File: src/rtl/mf3_pkg.sv
// Package for the 3x3 median filter: sizes, codes and the word types of both channels.
// Used by every module under rtl; it depends on nothing else.
`default_nettype none

package mf3_pkg;

	localparam int MAX_LINE = 1024;
	localparam int ROWS_LIMIT = 1024;
	localparam int CFG_W = 11;
	localparam int COL_W = $clog2(MAX_LINE);
	localparam int ROW_W = $clog2(ROWS_LIMIT + 1);
	localparam int CNT_W = $clog2(MAX_LINE * ROWS_LIMIT + 2 * MAX_LINE + 2);
	localparam int PROD_W = 2 * CFG_W;
	localparam int LINE_RESET = (MAX_LINE < 1024) ? MAX_LINE : 1024;
	localparam int ROWS_RESET = ROWS_LIMIT;

	typedef logic [7:0] pix_t;
	typedef pix_t [2:0] wcol_t;
	typedef pix_t [8:0] cells_t;

	typedef enum logic {
		CMD_PIXEL = 1'b0,
		CMD_DRAIN = 1'b1
	} cmd_t;

	typedef enum logic {
		REG_LINE_LENGTH = 1'b0,
		REG_FRAME_ROWS  = 1'b1
	} cfg_reg_t;

	typedef struct packed {
		cmd_t command;
		pix_t pixel;
	} pix_word_t;

	typedef struct packed {
		pix_t filtered;
		logic frame_end;
	} res_word_t;

	typedef struct packed {
		pix_t upper;
		pix_t middle;
	} lpair_t;

	typedef struct packed {
		cells_t cells;
		logic   frame_end;
	} med_in_t;

endpackage

`default_nettype wire

File: src/rtl/mf3_column_cell.sv
// One column of the 3x3 window: three pixels that move one cell to the left per shift.
// Depends on mf3_pkg.
`default_nettype none

module mf3_column_cell (
	input  wire logic           clk,
	input  wire logic           arst_n,
	input  wire logic           shift,
	input  wire logic           clear,
	input  wire mf3_pkg::wcol_t din,
	output mf3_pkg::wcol_t      col_q
);

	always_ff @(posedge clk or negedge arst_n) begin
		if (!arst_n) begin
			col_q <= '0;
		end else if (clear) begin
			col_q <= '0;
		end else if (shift) begin
			col_q <= din;
		end
	end

endmodule

`default_nettype wire

File: config.mk
export PLATFORM = sky130hd
export DESIGN_NAME = mf3_column_cell
export DESIGN_NICKNAME = d
export VERILOG_FILES = /design/src/rtl/mf3_pkg.sv /design/src/rtl/mf3_column_cell.sv
export SDC_FILE = /design/constraint.sdc
export NUM_CORES = 1
export LEC_CHECK = 0
export ABC_AREA = 1
export BUFFER_PORTS_ARGS = -buffer_cell sky130_fd_sc_hd__buf_2
export CORE_MARGIN = 2
export CORE_UTILIZATION = 43
export CTS_CLUSTER_SIZE = 24
export DETAILED_ROUTE_END_ITERATION = 8
export PLACE_DENSITY = 0.77
export SETUP_SLACK_MARGIN = 0.02
export SLEW_MARGIN = 10
export SYNTH_ARGS = -nofsm -noshare
export SYNTH_HDL_FRONTEND = slang
export SYNTH_SLANG_ARGS = --single-unit
File: constraint.sdc
create_clock -name clk -period 0.8 [get_ports clk]
set_input_delay 0.12 -clock clk [delete_from_list [all_inputs] [get_ports clk]]
set_output_delay 0.12 -clock clk [all_outputs]
set_load 0.005 [all_outputs]
== After elaboration in Yosys (flattened, before gate mapping) ==
Index checks and enable logic that the tools add are counted.

* Register bits after elaboration: 24
* Input bits: 28

* Multiplexer cells: 2
* Reductions and logical operators: 1

{| class="wikitable"
|+ Operators with widths
! kind !! count
|-
| $mux 24 || 2
|-
| $reduce_bool 2->1 || 1
|}

== Longest topological paths before layout ==
* Word-level depth: 2
* Mapped depth: 5

== Worst setup path before layout ==
No wires, ideal clock.

* Path type: input -> register
* Start: input port shift
* End: register col_q[0] in the netlist's numbering
* Setup time: 0.065 ns
* Data arrival time: 0.590 ns
* Data required time: 0.735 ns
* Path slack: 0.145 ns
* Stages: 5
* Buffers on the path: 2
* Cells stage by stage: buf_6 nor2_4 buf_6 nand2_1 nand2_1

* Cells in the longest elaborated chain, start to end: 1

{| class="wikitable"
|+ RTL lines
! item !! line !! text
|-
| start, declared || mf3_column_cell.sv:8 || <nowiki>input wire logic shift,</nowiki>
|-
| $reduce_bool 2->1 (no line) || -- ||
|-
| end signal, assigned || mf3_column_cell.sv:20 || <nowiki>col_q <= din;</nowiki>
|-
| end, declared || mf3_column_cell.sv:11 || <nowiki>output mf3_pkg::wcol_t col_q</nowiki>
|}

Every way passes these cells.
A chain may end at the register's enable or synchronous reset.

== Final worst setup path ==
* Start: register col_q[7] in the netlist's numbering
* End: output port col_q[7] in the netlist's numbering

No word-level cell between the ends.

==> metrics.txt <==
clk sinks=24; total of max-cap violations=0; crit path launch=col_q[7]$_DFFE_PN0P_; fin area=1410 sq um; die height=51.5 um; crit path DAT=0.86 ns; critical path, cell by cell=buf_2; Max Fclk=1020 MHz; H-tree depth=1; final hold slack=0.0344 ns; Yosys top cell area share=61.9%; final setup margin=-0.180 ns; worst skew pair latency=0.30 ns; max reg flops=24; worst clock skew=0 ns; vias in the first global route=879; Critical Path Max Stage Delay=0.42 ns; DRT antenna net count=0; Max IR drop VDD=1.07 mV; DP Area=1260 sq um; Setup CP Type=register to primary output; Final Hold Vio Count=0; Area contributors post-synth=dfrtp_1 62%, nand2_1 19%, nand3_1 12%; WP depth=1; FP Rows=17; DP HPWL=1.66 mm; Reg clk slew, reported paths=0.13 ns; Finish-stage setup viols=25; largest net degree at the start of global routing=25; initial drt markers=13; initial core utilization=44.7%; ANT cells=0; Final Max Tran Viols=0; largest registers=col_q: 24 flops; max_slew headroom=75.8%; most common cell in the netlist=nand2_1; cell area power density=1800 nW/um^2; Root Buffer=clkbuf_4; Syn Std Cell Area=970 sq um; CP startpoint kind=register; Crit Path Max Fanout=2; TritonCTS clock tree=done; failing checks=negative setup slack; status=finished with violations; Commonest cells post-synth=48 x nand2_1, 24 x dfrtp_1, 24 x nand3_1; DRT Pass-1 Iters=4; Worst-Margin Slew=0.362 ns; Layout Nets=198; Synth Instances=105; Layout area overhead=45.4%; All-Layer GR Usage=19.6%; ratio of final minimum period to clock period=123%; initial antenna violation count=0; CP bufs+invs=1; slowest CP cell=dfrtp_1; drt via density=4.80; reg2reg end=col_q[21]$_DFFE_PN0P_; DR vias=945; Synth area leader=dfrtp_1; RSZ-0062 raised after global routing=true; Post-Synthesis Net Count=133; number of buffers created by CTS=3; launching point of the worst reg2reg path=col_q[21]$_DFFE_PN0P_; HP Class=input port to register; PortBufs=51; DRC=0; Worst Path Required=0.68 ns; Final GP Congestion=0.692; Setup crit end kind=primary output; register bit total from synthesis=24; worst-case reg-to-reg path depth=4; ys flop type=dfrtp_1; delay-heaviest family, CP=flip-flops; Critical Path End=col_q[7]; distinct cell type count after synthesis=7; flop2flop setup slack=-0.03 ns; YS warnings=0; IO Pins=52; layout cells sized above 1=42.6%; total power=2540 uW; Post-synth EDFFs=0; clk buf depth=2; sequential-to-total area share from yosys stat=61.9%; P_leak=0.000868 uW; core area=2170 sq um; Post-synth ARST share=100%; global-route congestion overflow total=0; synthesized area per cell=9.24 sq um; fin crit period=0.980 ns; die width=51.5 um; largest reg by FF count=col_q; DRT Wirelength=2.29 mm; Avg WL per Cell=11.6 um; first-pass GRT wire length=3.87 mm; die area=2650 sq um
==> repair_timing <==
action,CTS,global route
buffers inserted,4,7
cloned,0,0
hold endpoints to repair,24,0
endpoints found under the setup margin,24,24
hold buffers,1,0
resized for setup,0,1
==> routing by layer <==
metal | vias up | wire length (um) | global-route usage (%)
li1 | 464 | - | -
met1 | 438 | 1000 | 26.9
met4 | 0 | 13 | 5.26
met3 | 2 | 174 | 2.92
met5 | - | 0 | 0
met2 | 41 | 1100 | 32.3
==> metrics by stage <==
| stage | setup TNS [ns] | instances | setup slack [ns] | utilization (%) |
|---|---|---|---|---|
| after floorplan | 0 | 105 | 0.145 | - |
| after global placement | 0 | 181 | 0.0120 | 58.1 |
| after detailed placement | -0.121 | 181 | -0.0322 | 58.1 |
| after CTS | -3.91 | 190 | -0.190 | 62.4 |
| after global routing | -4.94 | 197 | -0.232 | 65.0 |
| final | -3.63 | 197 | -0.180 | 65.0 |
==> report_power, final <==
group | internal [uW] | leakage, uW | total, uW | switching (uW)
Sequential | 1280 | 0.000319 | 1310 | 34.0
Combinational | 193 | 0.000521 | 372 | 178
Clock | 506 | 0.0000279 | 854 | 348
Total | 1980 | 0.000868 | 2540 | 561
==> kinds of logic after synthesis <==
kind of cell  count (synthesis)  synth area share (%)
flops                        24                  61.9
buf+inv                       8                  5.93
simple gates                 73                  32.1
==> worst min path at each step <==
stage	from	to	slack (ns)	depth (start not counted)
2_1_floorplan	arst_n	col_q[0]$_DFFE_PN0P_	-0.18	0
3_3_place_gp	arst_n	col_q[15]$_DFFE_PN0P_	0.008	1
3_5_place_dp	arst_n	col_q[15]$_DFFE_PN0P_	0.01	1
4_1_cts	din[20]	col_q[20]$_DFFE_PN0P_	0.03	3
5_1_grt	din[17]	col_q[17]$_DFFE_PN0P_	0.02	3
6_report	din[20]	col_q[20]$_DFFE_PN0P_	0.03	3
==> cell usage in the layout, fill, tap and decap left out, drive strengths merged <==
cell         count
bufinv           1
clkbuf           3
nand3           24
nand2           48
dfrtp           24
dlygate4sd3      1
inv              1
buf             66
nor2             1
==> cell type report <==
class / count / area [sq um]
fillers: 195 / 759
multi-input cells: 73 / 312
inverters: 1 / 3.75
repair buffers: 67 / 407
flip-flops and latches: 24 / 601
clock inverters: 1 / 30.0
clock buffers: 3 / 22.5
well taps: 28 / 35.0
Power figures use the tool's default switching activity.
