`config.mk`:
```
export PLATFORM = sky130hd
export DESIGN_NAME = mf3_median
export DESIGN_NICKNAME = d
export VERILOG_FILES = /design/src/rtl/mf3_pkg.sv /design/src/rtl/mf3_median.sv
export SDC_FILE = /design/constraint.sdc
export NUM_CORES = 1
export LEC_CHECK = 0
export BUFFER_PORTS_ARGS = -buffer_cell sky130_fd_sc_hd__buf_2
export CORE_UTILIZATION = 39
export CTS_BUF_LIST = sky130_fd_sc_hd__clkbuf_4
export DETAILED_ROUTE_END_ITERATION = 8
export SYNTH_ARGS = -nofsm -noshare
export SYNTH_HDL_FRONTEND = slang
export SYNTH_SLANG_ARGS = --single-unit
```
`constraint.sdc`:
```
create_clock -name clk -period 5.8 [get_ports clk]
set_clock_uncertainty 0.2 [all_clocks]
set_input_delay 1.16 -clock clk [delete_from_list [all_inputs] [get_ports clk]]
set_output_delay 1.16 -clock clk [all_outputs]
set_load 0.01 [all_outputs]
```
`src/rtl/mf3_pkg.sv`:
```
// Package for the 3x3 median filter: sizes, codes and the word types of both channels.
// Used by every module under rtl; it depends on nothing else.
`default_nettype none

package mf3_pkg;

	localparam int MAX_LINE = 1024;
	localparam int ROWS_LIMIT = 1024;
	localparam int CFG_W = 11;
	localparam int COL_W = $clog2(MAX_LINE);
	localparam int ROW_W = $clog2(ROWS_LIMIT + 1);
	localparam int CNT_W = $clog2(MAX_LINE * ROWS_LIMIT + 2 * MAX_LINE + 2);
	localparam int PROD_W = 2 * CFG_W;
	localparam int LINE_RESET = (MAX_LINE < 1024) ? MAX_LINE : 1024;
	localparam int ROWS_RESET = ROWS_LIMIT;

	typedef logic [7:0] pix_t;
	typedef pix_t [2:0] wcol_t;
	typedef pix_t [8:0] cells_t;

	typedef enum logic {
		CMD_PIXEL = 1'b0,
		CMD_DRAIN = 1'b1
	} cmd_t;

	typedef enum logic {
		REG_LINE_LENGTH = 1'b0,
		REG_FRAME_ROWS  = 1'b1
	} cfg_reg_t;

	typedef struct packed {
		cmd_t command;
		pix_t pixel;
	} pix_word_t;

	typedef struct packed {
		pix_t filtered;
		logic frame_end;
	} res_word_t;

	typedef struct packed {
		pix_t upper;
		pix_t middle;
	} lpair_t;

	typedef struct packed {
		cells_t cells;
		logic   frame_end;
	} med_in_t;

endpackage

`default_nettype wire

```
`src/rtl/mf3_median.sv`:
```
// Three-stage median-of-nine compare-exchange network with the output register.
// Depends on mf3_pkg.
`default_nettype none

module mf3_median (
	input  wire logic             clk,
	input  wire logic             arst_n,
	input  wire logic             in_valid,
	output logic                  in_ready,
	input  wire mf3_pkg::med_in_t in_data,
	output logic                  res_valid,
	input  wire logic             res_stall,
	output mf3_pkg::res_word_t    res_word
);

	function automatic mf3_pkg::cells_t cx(mf3_pkg::cells_t p, logic [3:0] i, logic [3:0] j);
		mf3_pkg::cells_t r;
		r = p;
		if (p[i] > p[j]) begin
			r[i] = p[j];
			r[j] = p[i];
		end
		return r;
	endfunction

	logic            valid_s2, valid_s3, valid_s4;
	logic            last_s2, last_s3;
	mf3_pkg::cells_t cells_s2, cells_s3;
	mf3_pkg::cells_t net_a, net_b, net_c;
	logic            adv_s2, adv_s3, adv_s4;

	assign adv_s4 = !valid_s4 || !res_stall;
	assign adv_s3 = !valid_s3 || adv_s4;
	assign adv_s2 = !valid_s2 || adv_s3;
	assign in_ready = adv_s2;
	assign res_valid = valid_s4;

	always_comb begin
		net_a = in_data.cells;
		net_a = cx(net_a, 4'd1, 4'd2);
		net_a = cx(net_a, 4'd4, 4'd5);
		net_a = cx(net_a, 4'd7, 4'd8);
		net_a = cx(net_a, 4'd0, 4'd1);
		net_a = cx(net_a, 4'd3, 4'd4);
		net_a = cx(net_a, 4'd6, 4'd7);
		net_a = cx(net_a, 4'd1, 4'd2);
		net_a = cx(net_a, 4'd4, 4'd5);
		net_a = cx(net_a, 4'd7, 4'd8);
	end

	always_comb begin
		net_b = cells_s2;
		net_b = cx(net_b, 4'd0, 4'd3);
		net_b = cx(net_b, 4'd5, 4'd8);
		net_b = cx(net_b, 4'd4, 4'd7);
		net_b = cx(net_b, 4'd3, 4'd6);
		net_b = cx(net_b, 4'd1, 4'd4);
		net_b = cx(net_b, 4'd2, 4'd5);
		net_b = cx(net_b, 4'd4, 4'd7);
	end

	always_comb begin
		net_c = cells_s3;
		net_c = cx(net_c, 4'd4, 4'd2);
		net_c = cx(net_c, 4'd6, 4'd4);
		net_c = cx(net_c, 4'd4, 4'd2);
	end

	always_ff @(posedge clk or negedge arst_n) begin
		if (!arst_n) begin
			valid_s2 <= 1'b0;
			valid_s3 <= 1'b0;
			valid_s4 <= 1'b0;
		end else begin
			if (adv_s2) begin
				valid_s2 <= in_valid;
			end
			if (adv_s3) begin
				valid_s3 <= valid_s2;
			end
			if (adv_s4) begin
				valid_s4 <= valid_s3;
			end
		end
	end

	always_ff @(posedge clk) begin
		if (adv_s2 && in_valid) begin
			cells_s2 <= net_a;
			last_s2 <= in_data.frame_end;
		end
		if (adv_s3 && valid_s2) begin
			cells_s3 <= net_b;
			last_s3 <= last_s2;
		end
		if (adv_s4 && valid_s3) begin
			res_word.filtered <= net_c[4];
			res_word.frame_end <= last_s3;
		end
	end

endmodule

`default_nettype wire
```
* Yosys cells after proc, flatten, opt, wreduce, memory -nomap -nowiden
Cells that the tools add are included.
Storage, ports and cells: register bits after elaboration 110, bits in latches 0, bits in writable memories 0, ROM bits 0, input port bits 77, output and inout port bits 11, logic and storage cells 69, memories 0
Cells by class: add/subtract/negate cells 0, multipliers 0, divide/modulo/power cells 0, magnitude comparators 19, eq/ne operators 0, shifts and indexed selects 0, mux-type cells 21, bitwise operators 0, reduce and logical (&&, ||, !) cells 10
Operators with widths (count):
- 8-bit greater-than comparator | 19
- 16-bit two-way mux | 9
- 8-bit two-way mux | 12
- 1-bit logical NOT | 4
- 1-bit logical AND | 3
- 1-bit logical OR | 3

* Longest topological paths before layout
Gate-level depths: netlist of the first run.
word-level depth 6, gate-level depth with buffers 32

* Least setup slack after synthesis of the first run
No wires, ideal clock.
kind input to register, start point in in_data[22] (netlist bit), end point reg cells_s2[11] (netlist bit), data pin, setup time 0.290 ns, arrival time 6.669 ns, data required time 5.310 ns, path slack -1.358 ns, cell stages on the path 31, path buffers 5, cell sequence inv_1 -> ha_1 -> a211o_1 -> o211ai_1 -> nand2_1 -> o21a_1 -> clkbuf_1 -> clkbuf_1 -> o21ai_0 -> inv_1 -> ha_1 -> and3_1 -> a221o_1 -> a21o_1 -> nor2_1 -> inv_1 -> o41ai_1 -> a21oi_2 -> buf_4 -> buf_4 -> buf_2 -> a21oi_1 -> ha_1 -> a21oi_1 -> o221ai_1 -> a21o_1 -> a21o_1 -> o21ai_1 -> nand2_1 -> o21ai_0 -> a222oi_1
RTL lines:
- start, declared | line mf3_median.sv:10 | input wire mf3_pkg::med_in_t in_data,
- end signal, assigned | line mf3_median.sv:89 | cells_s2 <= net_a;
- end, declared | line mf3_median.sv:28 | mf3_pkg::cells_t cells_s2, cells_s3;

==> results of run 1 <==
layout make-up:
cell class / count / area, sq um
antenna: 1 / 2.50
clock buffer: 9 / 67.6
clock inverter: 7 / 109
fill: 2252 / 11300
inverter: 151 / 607
multi-input combinational: 884 / 7640
sequential: 110 / 3290
tap: 335 / 419
timing repair buffer: 330 / 2460
cell families (layout without fill, tap and decap cells):
group,count (synthesis),in the layout,share of synthesized area
AO/OA/AOI/OAI,371,373,0.238
AND/OR/NAND/NOR,309,310,0.139
buffers and inverters,180,497,0.0682
adder cells (fa/ha/maj),144,144,0.176
flip-flops,110,110,0.320
multiplexers,53,53,0.0546
XOR/XNOR,4,4,0.00341
other,0,1,0
cell usage after synthesis, drive strengths merged, types with 4 or more instances:
master  number  area [sq um]
o21a        22           165
a222oi      37           370
a21o        25           188
a21oi      113           569
nand3       26           130
ha         144          1800
or2          4          25.0
inv        151           567
mux2        24           270
mux2i       29           290
a221o        9          90.1
nor3        10          55.1
nor2        90           343
o21ai      108           552
nand4       18           119
and3        22           138
a211oi       5          37.5
nand2      102           383
nor2b       17           106
and2         8          50.1
buf         12          68.8
clkbuf      17          63.8
o221ai       5          43.8
o211ai       7          52.6
edfxtp     107          3210
nand2b       9          56.3
a221oi       8          70.1
routing by layer:
metal / routed length, um / GRT usage
met1: 15000 / 0.324
met2: 15000 / 0.361
met3: 1770 / 0.0288
met4: 610 / 0.0535
met5: 0 / 0
worst min-delay path by stage:
| stage | start | endpoint | slack (ns) | cells after the start |
|---|---|---|---|---|
| finish | arst_n | res_valid | 0.23 | 1 |
| global route | arst_n | res_valid | 0.18 | 1 |
| CTS | arst_n | res_valid | 0.19 | 1 |
| detailed placement | last_s2 | last_s3 | 0.21 | 0 |
| global placement | last_s3 | res_word[0] | 0.20 | 0 |
| floorplan | last_s2 | last_s3 | 0.20 | 0 |
cells in the final DEF (no fill, tap or decap), drive strengths merged, types with 7 or more instances in the layout:
cell type,n
edfxtp,107
clkbuf,11
a21oi,113
nor2b,17
o21ai,108
buf,328
nand3,26
nand2,103
nand2b,9
mux2,24
ha,144
and3,22
a221o,9
nand4,18
inv,156
a21o,25
o211ai,7
o21a,22
and2,8
a222oi,37
mux2i,29
a221oi,8
nor2,90
nor3,10
power breakdown:
group	total (mW)	internal, mW	switching (mW)	leakage, nW
Sequential	1.51	1.34	0.162	1.06
Combinational	5.69	2.63	3.06	5.38
Clock	0.462	0.186	0.276	0.0954
Total	7.66	4.16	3.50	6.53
registers in the layout (all words and copies together) (netlist names):
register / count
cells_s2: 72
cells_s3: 24
last_s2: 1
last_s3: 1
res_valid: 1
res_word: 9
valid_s2: 1
valid_s3: 1
through the flow:
stage	total power [mW]	instances	worst slack, ns	hold WS [ns]
3_3_place_gp	6.40	1751	-1.01	0.203
3_5_place_dp	6.48	1751	-1.08	0.209
5_1_grt	8.36	1827	-0.357	0.183
2_1_floorplan	5.00	1171	-0.569	0.200
6_report	7.66	1827	-0.260	0.227
4_1_cts	7.11	1793	-0.178	0.190
critical path, stage by stage:
cell	delay, ns
buf_12	0.11
inv_12	0.04
ha_4	0.19
a211o_1	0.25
o211ai_1	0.15
nand2_1	0.15
o21a_4	0.26
buf_8	0.15
o21ai_4	0.15
inv_2	0.06
ha_4	0.21
and3_4	0.14
a221o_1	0.36
a21o_4	0.25
a31oi_4	0.19
a21oi_4	0.12
buf_6	0.15
a21oi_2	0.11
ha_1	0.26
a21oi_1	0.17
o221ai_2	0.11
a21o_1	0.18
a21o_1	0.20
o21a_4	0.26
nand2_4	0.09
o21ai_4	0.09
a222oi_1	0.52
repair_timing:
item                                    4_1_cts  5_1_grt
endpoints found under the setup margin       52       64
buffers inserted                             24       33
gates cloned                                  2        4
pin swaps                                    41       98
gates resized for setup                      54      162
==> flow_summary.yaml, run 1 <==
clocking:
  hold_buffers: 0
  clock_sinks: 110
  cts_inserted_buffers: 9
  cts-root-buf: "clkbuf_4"
  tritoncts: "done"
  htree_levels: 3
  clk_path_buf_depth: 2
  clk_latency_ns: 0.48
  path_clk_slew_ns: 0.18
synth:
  synth_cells: 1171
  synth_edf_count: 107
  synthesis.area_per_instance_sq_um: 8.76
  yosysSeqAreaShare: 0.320
  synth.ff_latch_count: 110
  syn-num-nets: 1392
  yosysWarnings: 0
  ys.flop_type: "edfxtp_1"
  synth_cell_types: 63
  async_flop_share: 0.0273
  netlist_area_sq_mm: 0.0103
critical_path:
  r2r-start: "cells_s2[57]"
  cp-startpoint: "in_data[22]"
  cp-endpoint: "cells_s2[13]"
  start_kind: "input pin"
  critical_path_required_ns: 5.85
  worstSetupEndpointType: "flip-flop"
  cp.arrival_ns: 6.11
  reg2reg_slack_ns: 0.24
  reg2reg_depth: 29
  path_max_fanout: 6
  crit_type: "input pin to flip-flop"
  r2r-end: "cells_s3[38]"
detailed_routing:
  firstDrtPassIters: 9
  ant_nets: 0
  wl_per_cell_um: 17.8
  wirelength_mm: 32.5
  drcViolationCount: 51
  drtIter0Drc: 984
  num_vias: 10200
  viasPerCell: 5.59
min_path:
  hp-class: "input pin to async pin"
timing:
  fin_crit_sh: 1.04
  fin_crit_ns: 6.06
  rsz0062_at_grt: "yes"
  drv_slew: 0
  slew_headroom: 0.243
  tns_ns: -1.71
  fmax_ghz: 0.165
  postLayoutSetupSlackWorst_ns: -0.260
  hold_viol: 0
  setup_viol: 24
  tightestPinTransition_ns: 1.14
placement:
  place_congestion: 0.905
  hpwlAfterDp_mm: 24.4
  dpl_cell_area_sq_mm: 0.0129
  io_buffer_count: 87
cells_and_area:
  design.final.nets: 1707
  layout-drive-gt1-share: 0.385
  final_area_sq_mm: 0.0146
  fin_util: 0.563
  syn_to_final_growth_pct: 42.2
power_and_ir_drop:
  p_leak_nw: 6.53
  power_density_mw_per_mm2: 525
  ir_worst_vdd_mv: 0.679
floorplan:
  dieArea_sq_mm: 0.0270
  fp.dieW_um: 164
  die_h_um: 164
  initial_core_util: 0.396
  rows: 59
  core_sq_mm: 0.0259
  io_pins: 88
global_routing:
  grt_pass1_vias: 9234
  grt-ovfl-total: 0
  grt_usage: 0.227
  grt_max_degree: 44
  grt_pass1_wl_mm: 47.4
  antenna_found_initial: 1
flow_run:
  drv_cap: 0
outcome:
  violations: "DRC, setup timing"
  outcome: "finished, violations left"
Note: power is estimated with default switching activity, not from simulation.
==> run 2: changes to the inputs <==
--- a/config.mk
+++ b/config.mk
@@ -5,6 +5,7 @@
 export SDC_FILE = /design/constraint.sdc
 export NUM_CORES = 1
 export LEC_CHECK = 0
+export ABC_AREA = 1
 export BUFFER_PORTS_ARGS = -buffer_cell sky130_fd_sc_hd__buf_2
 export CORE_UTILIZATION = 39
 export CTS_BUF_LIST = sky130_fd_sc_hd__clkbuf_4
==> run 2 against run 1 <==
Against the previous run: the run ends with DRC left; worst setup slack improved by 0.87 ns; flip-flop and latch count did not move; clock-buffer cell count did not move; critical path type unchanged; non-clock buffer count fell by 220; largest power group unchanged; power fell by 16%; synthesized cell count rose by 21%; clock power fell by 12%; sequential power barely moved; synthesized area rose by 1.6%; hold slack got worse by 0.031 ns.
==> flow_summary.yaml, run 2 <==
clocking:
  htree_levels: 3
  clk_path_buf_depth: 2
  path_clk_slew_ns: 0.19
  tritoncts: "done"
  hold_buffers: 0
  postCtsSetupBuffers: 0
  post_cts_resize_count: 0
  cts_inserted_buffers: 9
  clock_sinks: 110
  cts-root-buf: "clkbuf_4"
  clk_latency_ns: 0.51
cells_and_area:
  top_regs: "cells_s2 (72), cells_s3 (24), res_word (9)"
  top_register: "cells_s2"
  design.final.nets: 1727
  final_area_sq_mm: 0.0115
  largest_register_ff_count: 72
  layout-drive-gt1-share: 0.119
  layout_commonest_cell: "nand2_1"
  syn_to_final_growth_pct: 10.1
  mostFrequentLayoutCells: "nand2_1, inv_1, ha_1"
  final_cells: 1847
  fin_util: 0.440
min_path:
  hp-class: "input pin to async pin"
global_routing:
  grt_pass1_vias: 8199
  grt-ovfl-total: 0
  grt_use_met3: 0.0160
  antenna_found_initial: 1
  grt.met1_usage: 0.232
  busiest_layer: "met2"
  use_met2: 0.308
  grt_pass1_wl_mm: 38.5
  grt_max_degree: 39
  grt_usage: 0.181
placement:
  hpwlAfterDp_mm: 20.2
  io_buffer_count: 87
  preCtsSetupSlack_ns: 0.0480
  dp_cells: 1830
  place_congestion: 0.896
  dpl_cell_area_sq_mm: 0.0113
timing:
  postLayoutSetupSlackWorst_ns: 0.608
  fin_crit_sh: 0.895
  whs_ns: 0.196
  hold_viol: 0
  rsz0062_at_grt: "no"
  tns_ns: 0
  fin_crit_ns: 5.19
  setup_viol: 0
  slew_headroom: 0.342
  drv_slew: 0
  fmax_ghz: 0.193
  tightestPinTransition_ns: 0.987
synth:
  synth_cells: 1416
  synth.largest_area_cell: "edfxtp_1"
  syn-num-nets: 1637
  ys.flop_type: "edfxtp_1"
  yosysSeqAreaShare: 0.315
  synth_cell_types: 36
  synth_edf_count: 107
  async_flop_share: 0.0273
  synthesis.area_per_instance_sq_um: 7.37
  synth_top_area_frac: 0.308
  synth_most_common_cell: "nand2_1"
  yosysWarnings: 0
  netlist_area_sq_mm: 0.0104
  synthTopCellsByCount: "nand2_1, inv_1, ha_1"
  synthTopCellsByArea: "edfxtp_1, ha_1, nand2_1"
  synth.ff_latch_count: 110
power_and_ir_drop:
  ir_worst_vdd_mv: 0.349
  combinationalPowerShare: 0.705
  p_clk_frac: 0.063
  p_sw_mw: 3.27
  p_leak_nw: 5.97
  p_seq_frac: 0.232
  power_density_mw_per_mm2: 561
  total_power_mw: 6.44
  intPower_mw: 3.17
  swShare: 0.508
floorplan:
  fp.dieW_um: 166
  initial_core_util: 0.399
  rows: 59
  die_h_um: 166
  dieArea_sq_mm: 0.0274
  io_pins: 88
  core_sq_mm: 0.0261
critical_path:
  r2r-start: "cells_s2[39]"
  worstSetupEndpointType: "flip-flop"
  crit_type: "input pin to flip-flop"
  start_kind: "input pin"
  cp.arrival_ns: 5.27
  critical_path_required_ns: 5.88
  cp-startpoint: "in_data[24]"
  path_max_fanout: 17
detailed_routing:
  wl_per_cell_um: 13.0
  ant_nets: 0
  num_vias: 8954
  drcViolationCount: 8
  wirelength_mm: 23.9
  drtIter0Drc: 449
  viasPerCell: 4.85
  firstDrtPassIters: 7
flow_run:
  drv_cap: 0
outcome:
  outcome: "finished, violations left"
  violations: "DRC"
-- run 2: routing by layer --
metal	share of wire	wire length [um]	vias up
li1	-	-	4854
met1	0.47	11300	3959
met2	0.47	11200	110
met3	0.027	646	31
met4	0.034	807	0
met5	0	0	-
-- run 2: path summary, 6_finish.rpt --
path,to,slack (ns),depth (start not counted)
hold reg to reg,res_word[0],0.25,0
setup / recovery,cells_s2[12],0.61,26
setup reg to reg,cells_s3[32],0.62,30
min in group clk,res_word[0],0.25,0
max in group asynchronous,valid_s2,5.10,1
hold / removal,res_valid,0.20,1
-- run 2: power by group through the flow --
stage	registers, mW	clock network, mW	logic [mW]
after floorplan	1.48	0	3.38
after global placement	1.52	0	4.39
after detailed placement	1.52	0	4.50
after CTS	1.50	0.424	4.52
after global routing	1.53	0.444	5.30
final	1.50	0.407	4.54
-- run 2: kinds of logic after synthesis --
kind of cell | share of synthesized area
and+or+nand+nor | 0.295
buffers and inverters | 0.0952
AOI/OAI and AO/OA | 0.122
adders and majority gates | 0.173
DFF | 0.315
-- run 2: area by class of cell --
class | count | area, sq um
Antenna cell | 1 | 2.50
Timing Repair Buffer | 110 | 608
Multi-Input combinational cell | 1051 | 6180
Clock inverter | 7 | 82.6
Tap cell | 335 | 419
Sequential cell | 110 | 3290
Inverter | 224 | 841
Clock buffer | 9 | 67.6
Fill cell | 2738 | 14600
-- run 2: critical path, stage by stage --
cell      delay, ns
buf_2          0.08
inv_1          0.05
ha_1           0.28
nand2_1        0.08
nor2_2         0.15
nand2_1        0.09
nand2_2        0.09
nand2_2        0.17
o21ai_0        0.22
inv_1          0.13
ha_1           0.31
a21oi_1        0.15
nor2_1         0.05
a211oi_1       0.32
nand2_4        0.15
nand2_4        0.21
nand2_1        0.11
and2_1         0.16
ha_1           0.30
nand2_1        0.07
o21ai_0        0.18
nand2_1        0.06
a32oi_1        0.20
inv_1          0.27
nand3_1        0.17
nand2_1        0.06
